File: src/hdl/stt_pkg.sv
// Shared definitions for the soft timer table: sizes, codes, controller
// states and the command/status bundles between controller and datapath.
// No dependencies.
`timescale 1ns / 1ps

package stt_pkg;

  // Table geometry.
  localparam int SLOTS       = 8;
  localparam int FLAGGED_IDS = 4;
  localparam int IDX_W       = (SLOTS > 1) ? $clog2(SLOTS) : 1;

  // Field widths.
  localparam int ID_W     = 8;
  localparam int COUNT_W  = 16;
  localparam int MASK_W   = 4;
  localparam int MASK_SEL = $clog2(MASK_W);
  localparam int STATUS_W = 2;

  // An id of all ones marks an empty slot.
  localparam logic [ID_W-1:0] EMPTY_ID = {ID_W{1'b1}};

  // Command codes.
  localparam logic CMD_TICK = 1'b0;
  localparam logic CMD_SET  = 1'b1;

  // Result status codes.
  localparam logic [STATUS_W-1:0] STATUS_TICK     = 2'd0;
  localparam logic [STATUS_W-1:0] STATUS_RELOADED = 2'd1;
  localparam logic [STATUS_W-1:0] STATUS_PLACED   = 2'd2;
  localparam logic [STATUS_W-1:0] STATUS_DROPPED  = 2'd3;

  typedef enum logic [1:0] {
    ST_IDLE,
    ST_SCAN,
    ST_COMMIT,
    ST_FINISH
  } stt_state_t;

  // Commands from the controller to the datapath.
  typedef struct packed {
    logic load;     // capture the incoming beat and restart the scan
    logic step;     // visit the slot under the scan index
    logic commit;   // apply a set and settle the status code
    logic publish;  // move the result into the output register
  } stt_ctrl_t;

  // Status from the datapath to the controller.
  typedef struct packed {
    logic last_slot;  // the scan index sits on the final slot
    logic out_free;   // the output register can take a result now
  } stt_stat_t;

endpackage

File: src/hdl/stt_controller.sv
// Controller state machine for the soft timer table.
// Depends on stt_pkg for the state type and the command/status bundles.
`timescale 1ns / 1ps

module stt_controller (
  input  logic              clk,
  input  logic              rst,
  input  logic              item_valid,
  output logic              item_stall,
  output stt_pkg::stt_ctrl_t ctrl,
  input  stt_pkg::stt_stat_t stat
);
  import stt_pkg::*;

  stt_state_t state;
  stt_state_t state_next;

  always_ff @(posedge clk) begin
    if (rst) begin
      state <= ST_IDLE;
    end else begin
      state <= state_next;
    end
  end

  always_comb begin
    state_next = state;
    unique case (state)
      ST_IDLE: begin
        if (item_valid) begin
          state_next = ST_SCAN;
        end
      end
      ST_SCAN: begin
        if (stat.last_slot) begin
          state_next = ST_COMMIT;
        end
      end
      ST_COMMIT: begin
        state_next = ST_FINISH;
      end
      ST_FINISH: begin
        if (stat.out_free) begin
          state_next = ST_IDLE;
        end
      end
      default: begin
        state_next = ST_IDLE;
      end
    endcase
  end

  always_comb begin
    ctrl       = '0;
    item_stall = 1'b1;
    unique case (state)
      ST_IDLE: begin
        item_stall = rst;
        ctrl.load  = item_valid && !rst;
      end
      ST_SCAN: begin
        ctrl.step = 1'b1;
      end
      ST_COMMIT: begin
        ctrl.commit = 1'b1;
      end
      ST_FINISH: begin
        ctrl.publish = stat.out_free;
      end
      default: begin
        ctrl = '0;
      end
    endcase
  end

endmodule

File: src/hdl/stt_datapath.sv
// Datapath for the soft timer table: slot store, scan index, search flags,
// expiry mask accumulator and the output register.
// Depends on stt_pkg for sizes, codes and the command/status bundles.
`timescale 1ns / 1ps

module stt_datapath (
  input  logic                          clk,
  input  logic                          rst,
  input  stt_pkg::stt_ctrl_t            ctrl,
  output stt_pkg::stt_stat_t            stat,
  input  logic                          cmd,
  input  logic [stt_pkg::ID_W-1:0]      timer_id,
  input  logic [stt_pkg::COUNT_W-1:0]   duration,
  output logic                          result_valid,
  input  logic                          result_stall,
  output logic [stt_pkg::MASK_W-1:0]    expired_mask,
  output logic [stt_pkg::STATUS_W-1:0]  status
);
  import stt_pkg::*;

  logic [ID_W-1:0]    slot_ident [SLOTS];
  logic [COUNT_W-1:0] slot_count [SLOTS];

  logic                req_cmd;
  logic [ID_W-1:0]     req_id;
  logic [COUNT_W-1:0]  req_dur;
  logic [IDX_W-1:0]    idx;
  logic                match_found;
  logic [IDX_W-1:0]    match_idx;
  logic                empty_found;
  logic [IDX_W-1:0]    empty_idx;
  logic [MASK_W-1:0]   mask;
  logic [STATUS_W-1:0] done_status;

  logic [ID_W-1:0]    cur_id;
  logic [COUNT_W-1:0] cur_count;
  logic               cur_occupied;
  logic               cur_zero;
  logic               tick_step;
  logic               flag_hit;
  logic               set_ok;
  logic               set_write;
  logic [IDX_W-1:0]   wr_idx;

  assign cur_id       = slot_ident[idx];
  assign cur_count    = slot_count[idx];
  assign cur_occupied = (cur_id != EMPTY_ID);
  assign cur_zero     = (cur_count == '0);
  assign tick_step    = ctrl.step && (req_cmd == CMD_TICK) && cur_occupied;
  assign flag_hit     = (cur_id < ID_W'(FLAGGED_IDS)) && (cur_id < ID_W'(MASK_W));

  // A set never writes the reserved id; it reloads a match first, then a free slot.
  assign set_ok    = (req_id != EMPTY_ID) && (match_found || empty_found);
  assign set_write = ctrl.commit && (req_cmd == CMD_SET) && set_ok;
  assign wr_idx    = match_found ? match_idx : empty_idx;

  assign stat.last_slot = (idx == IDX_W'(SLOTS - 1));
  assign stat.out_free  = !result_valid || !result_stall;

  always_ff @(posedge clk) begin
    if (rst) begin
      for (int i = 0; i < SLOTS; i++) begin
        slot_ident[i] <= EMPTY_ID;
      end
    end else if (tick_step && cur_zero) begin
      slot_ident[idx] <= EMPTY_ID;
    end else if (set_write && !match_found) begin
      slot_ident[empty_idx] <= req_id;
    end
  end

  always_ff @(posedge clk) begin
    if (tick_step && !cur_zero) begin
      slot_count[idx] <= cur_count - COUNT_W'(1);
    end else if (set_write) begin
      slot_count[wr_idx] <= req_dur;
    end
  end

  always_ff @(posedge clk) begin
    if (ctrl.load) begin
      req_cmd     <= cmd;
      req_id      <= timer_id;
      req_dur     <= duration;
      idx         <= '0;
      match_found <= 1'b0;
      match_idx   <= '0;
      empty_found <= 1'b0;
      empty_idx   <= '0;
      mask        <= '0;
    end else if (ctrl.step) begin
      idx <= (stat.last_slot) ? '0 : idx + IDX_W'(1);
      if (req_cmd == CMD_SET) begin
        if (!match_found && (cur_id == req_id)) begin
          match_found <= 1'b1;
          match_idx   <= idx;
        end
        if (!empty_found && !cur_occupied) begin
          empty_found <= 1'b1;
          empty_idx   <= idx;
        end
      end else if (tick_step && cur_zero && flag_hit) begin
        mask <= mask | (MASK_W'(1) << cur_id[MASK_SEL-1:0]);
      end
    end
  end

  always_ff @(posedge clk) begin
    if (ctrl.commit) begin
      if (req_cmd == CMD_TICK) begin
        done_status <= STATUS_TICK;
      end else if (req_id == EMPTY_ID) begin
        done_status <= STATUS_DROPPED;
      end else if (match_found) begin
        done_status <= STATUS_RELOADED;
      end else if (empty_found) begin
        done_status <= STATUS_PLACED;
      end else begin
        done_status <= STATUS_DROPPED;
      end
    end
  end

  always_ff @(posedge clk) begin
    if (rst) begin
      result_valid <= 1'b0;
    end else if (ctrl.publish) begin
      result_valid <= 1'b1;
    end else if (!result_stall) begin
      result_valid <= 1'b0;
    end
  end

  always_ff @(posedge clk) begin
    if (ctrl.publish) begin
      expired_mask <= (req_cmd == CMD_TICK) ? mask : '0;
      status       <= done_status;
    end
  end

endmodule

File: src/hdl/soft_timer_table.sv
// Top level of the soft timer table: ties the controller to the datapath.
// Depends on stt_pkg, stt_controller and stt_datapath.
`timescale 1ns / 1ps

// The soft timer table keeps up to SLOTS software timers, each an 8-bit id
// with a 16-bit remaining count, and takes one command beat at a time. A tick
// beat (cmd 0) decrements every running count; a timer whose count is already
// zero on a tick expires, frees its slot and, for ids 0 to 3, raises its bit in
// expired_mask, so a timer loaded with N fires on tick N+1. A set beat (cmd 1)
// reloads the first slot holding the same id, or else claims the first free
// slot; a full table or the reserved id 255 drops the request with status 3.
// Every command beat yields exactly one result beat. A command runs through
// these steps in order: the beat is captured, a single scan index walks the
// table slot by slot, a set is applied and the status settled, and the output
// register is loaded. The output register holds a result while the downstream
// side stalls, and the next command beat can already be captured during that
// time; it then finishes only once the waiting result has been taken. After
// reset every slot is empty.
module soft_timer_table (
  input  logic                          clk,
  input  logic                          rst,
  input  logic                          item_valid,
  output logic                          item_stall,
  input  logic                          cmd,
  input  logic [stt_pkg::ID_W-1:0]      timer_id,
  input  logic [stt_pkg::COUNT_W-1:0]   duration,
  output logic                          result_valid,
  input  logic                          result_stall,
  output logic [stt_pkg::MASK_W-1:0]    expired_mask,
  output logic [stt_pkg::STATUS_W-1:0]  status
);
  import stt_pkg::*;

  stt_ctrl_t ctrl;
  stt_stat_t stat;

  // The controller sequences capture, scan, commit and publish.
  stt_controller u_controller (
    .clk        (clk),
    .rst        (rst),
    .item_valid (item_valid),
    .item_stall (item_stall),
    .ctrl       (ctrl),
    .stat       (stat)
  );

  // The datapath owns the slot store and the output register.
  stt_datapath u_datapath (
    .clk          (clk),
    .rst          (rst),
    .ctrl         (ctrl),
    .stat         (stat),
    .cmd          (cmd),
    .timer_id     (timer_id),
    .duration     (duration),
    .result_valid (result_valid),
    .result_stall (result_stall),
    .expired_mask (expired_mask),
    .status       (status)
  );

endmodule

File: config.mk
export PLATFORM = sky130hd
export DESIGN_NAME = soft_timer_table
export DESIGN_NICKNAME = d
export VERILOG_FILES = /design/src/hdl/stt_pkg.sv /design/src/hdl/stt_controller.sv /design/src/hdl/stt_datapath.sv /design/src/hdl/soft_timer_table.sv
export SDC_FILE = /design/constraint.sdc
export NUM_CORES = 1
export LEC_CHECK = 0
export BUFFER_PORTS_ARGS = -buffer_cell sky130_fd_sc_hd__clkbuf_2
export CAP_MARGIN = 20
export CORE_ASPECT_RATIO = 1.2
export CORE_MARGIN = 3
export CORE_UTILIZATION = 45
export CTS_CLUSTER_DIAMETER = 50
export CTS_CLUSTER_SIZE = 30
export DETAILED_ROUTE_END_ITERATION = 8
export PLACE_DENSITY = 0.68
export SLEW_MARGIN = 20
export SYNTH_ARGS = -nofsm -noshare
export SYNTH_HDL_FRONTEND = slang
export SYNTH_SLANG_ARGS = --single-unit
File: constraint.sdc
create_clock -name clk -period 3.85 [get_ports clk]
set_input_delay 0.385 -clock clk [delete_from_list [all_inputs] [get_ports clk]]
set_output_delay 0.385 -clock clk [all_outputs]
set_load 0.02 [all_outputs]
==> impl_metrics.tcl <==
set metrics [dict create \
    place_ws_ns 0.179 \
    antenna_found_initial 0 \
    syn_inst 720 \
    gp_congestion 0.923 \
    cts-htree-levels 1 \
    setup_slack_ns 0.194 \
    clk_pin_slew_ns 0.06 \
    die_w_um 148 \
    hp-class "input port to flip-flop" \
    grt_max_degree 57 \
    coreArea_mm2 0.0234 \
    cellInternalPower_mw 5.63 \
    routed_via_density 5.72 \
    crit_path_start_kind "flip-flop" \
    required_ns 4.08 \
    cts_buffers 25 \
    dr.first_iter.drc_count 695 \
    synthesis.area_mm2 0.0108 \
    die_h_um 176 \
    crit_chain "mux4_2 > mux2_2 > or4_1 > o21bai_4 > nor4_4 > a21o_2 > a21boi_1 > buf_4" \
    grt-ovfl-total 0 \
    routedWlPerCell_um 21.1 \
    yosysWarnings 0 \
    final_common_cell "edfxtp_1" \
    ys_ff_latch 246 \
    switching_share 0.316 \
    grt.total_usage 0.183 \
    critPathCaptureType "flip-flop" \
    grt_pass1_wl_mm 36.9 \
    cts_hold_buf 0 \
    p_leak_nw 3.83 \
    slowest_delay_ns 0.60 \
    rsz0062_at_grt "no" \
    slew_headroom 0.430 \
    drive_gt1_frac 0.221 \
    path_class "flip-flop to flip-flop" \
    num_rows 61 \
    ctsRootBufferMaster "clkbuf_16" \
    setup_viol 0 \
    finalCriticalPeriod_ns 3.66 \
    synth-edff-count 225 \
    max_freq_ghz 0.274 \
    holdWs_ns 0.0360 \
    wl_mm 23.5 \
    slowest_stage "dfxtp_4" \
    io_pins 37 \
    yosysSeqAreaShare 0.663 \
    setup_tns_ns 0 \
    final_util 0.527 \
    die-area_mm2 0.0260 \
    synthDistinctLibCells 59 \
    slew_violations 0 \
    ir_drop_mv 0.368 \
    vias 6379 \
    yosys_most_used_dff "edfxtp_1" \
    grt_pass1_vias 6572 \
    tightest_slew_ns 0.848 \
    mostFrequentLayoutCells "edfxtp_1 (225), nor2_1 (53), nand2b_1 (45)" \
    cts_resized 0 \
    tritoncts "done" \
    syn_nets 758 \
    nets 820 \
    fin_crit_sh 0.950 \
    skew_ns 0.0159 \
    hpwl_mm 16.2 \
    final_antenna_net_count 0 \
    start_util 0.462 \
    clk_latency_ns 0.52 \
    switchingPower_mw 2.60 \
    clk_path_buf_depth 3 \
    async_flop_share 0 \
    hold_viol 0 \
    combPwrFrac 0.269 \
    post-cts-setup-buffer-count 0 \
    total_power_mw 8.22 \
    clkPwrFrac 0.281 \
    max_cap_viol_count 0 \
    worstPathArrival_ns 3.89 \
    antenna_cells 0 \
    status "finished, final reports clean" \
    fillers 1954 \
    syn_area_per_cell_um2 15.0 \
    io_buffer_count 36 \
    cts_sinks 246 \
    areaGrowthSynthToFinish_pct 14.1 \
    power_frac_seq 0.450 \
    first_pass_iters 5 \
    drc 0 \
    p_per_area_mw_per_mm2 666 \
    crit_fanout 19 \
]
==> flip-flops by register name, summed over array words and instances, names as in the netlist, 3 cells and up, named ones only <==
| signal | count |
|---|---|
| u_datapath.match_idx | 3 |
| u_datapath.slot_count | 128 |
| u_datapath.expired_mask | 4 |
| u_datapath.req_dur | 16 |
| u_datapath.mask | 4 |
| u_datapath.idx | 3 |
| u_datapath.req_id | 8 |
| u_datapath.slot_ident | 64 |
| u_datapath.empty_idx | 3 |
==> synthesized netlist by cell type (all sizes together), types with 12 or more instances <==
cell type	n	area [um2]
nor2	53	199
mux2i	37	370
dfxtp	21	420
buf	20	105
nand3	26	130
mux4	40	901
nand2	39	146
inv	12	45.0
edfxtp	225	6760
clkbuf	14	52.6
nand2b	45	282
a21oi	18	90.1
==> stage by stage <==
step	instances	instance area [um2]
floorplan	720	10800
global placement	1070	11600
detailed placement	1070	11600
CTS	1115	12300
global route	1115	12400
finish	1115	12400
==> final timing paths <==
path	startpoint	to	slack, ns	cells after the start
worst max-delay path	flip-flop	u_datapath.slot_ident[4][7]	0.19	8
worst max register to register	flip-flop	u_datapath.slot_ident[4][7]	0.19	8
worst min register to register	u_datapath.mask[1]	u_datapath.mask[1]	0.45	2
worst min-delay path	timer_id[5]	u_datapath.req_id[5]	0.04	1
==> worst max-delay path: cells and delay by family (launching register included) <==
| family | cells | cell delay [ns] |
|---|---|---|
| AND/OR/NAND/NOR | 2 | 0.93 |
| buffers and inverters | 1 | 0.19 |
| multiplexers | 2 | 0.89 |
| AO/OA/AOI/OAI | 3 | 0.75 |
| flip-flops | 1 | 0.60 |
==> layer usage <==
layer / vias to the layer above / wire, um / GRT usage
met2: 206 / 12000 / 0.320
met5: - / 0 / 0
met1: 3208 / 9330 / 0.229
met3: 72 / 1090 / 0.0266
li1: 2893 / - / -
met4: 0 / 1080 / 0.0758
==> power groups by stage <==
stage               sequential (mW)  clock, mW  combinational, mW
floorplan                      3.59          0               1.69
global placement               3.75          0               2.13
detailed placement             3.76          0               2.22
CTS                            3.70       2.36               2.23
global route                   3.73       2.47               2.43
finish                         3.70       2.31               2.21
==> cell type report <==
cell class	count	area, um2	share of cell area
inverters	14	52.6	0.00425
multi-input cells	426	3460	0.280
flip-flops and latches	246	7180	0.581
well taps	315	394	0.0319
clock buffers	27	633	0.0512
clock inverters	18	164	0.0133
repair buffers	69	465	0.0377
==> logic make-up after synthesis <==
| logic type | Yosys count | synth area share |
|---|---|---|
| simple gates | 241 | 0.119 |
| mux | 87 | 0.128 |
| compound gates | 68 | 0.0438 |
| flops | 246 | 0.663 |
| buf+inv | 48 | 0.0194 |
| xor+xnor | 21 | 0.0170 |
| fa+ha+maj | 9 | 0.0104 |
Note: power is estimated with default switching activity, not from simulation.
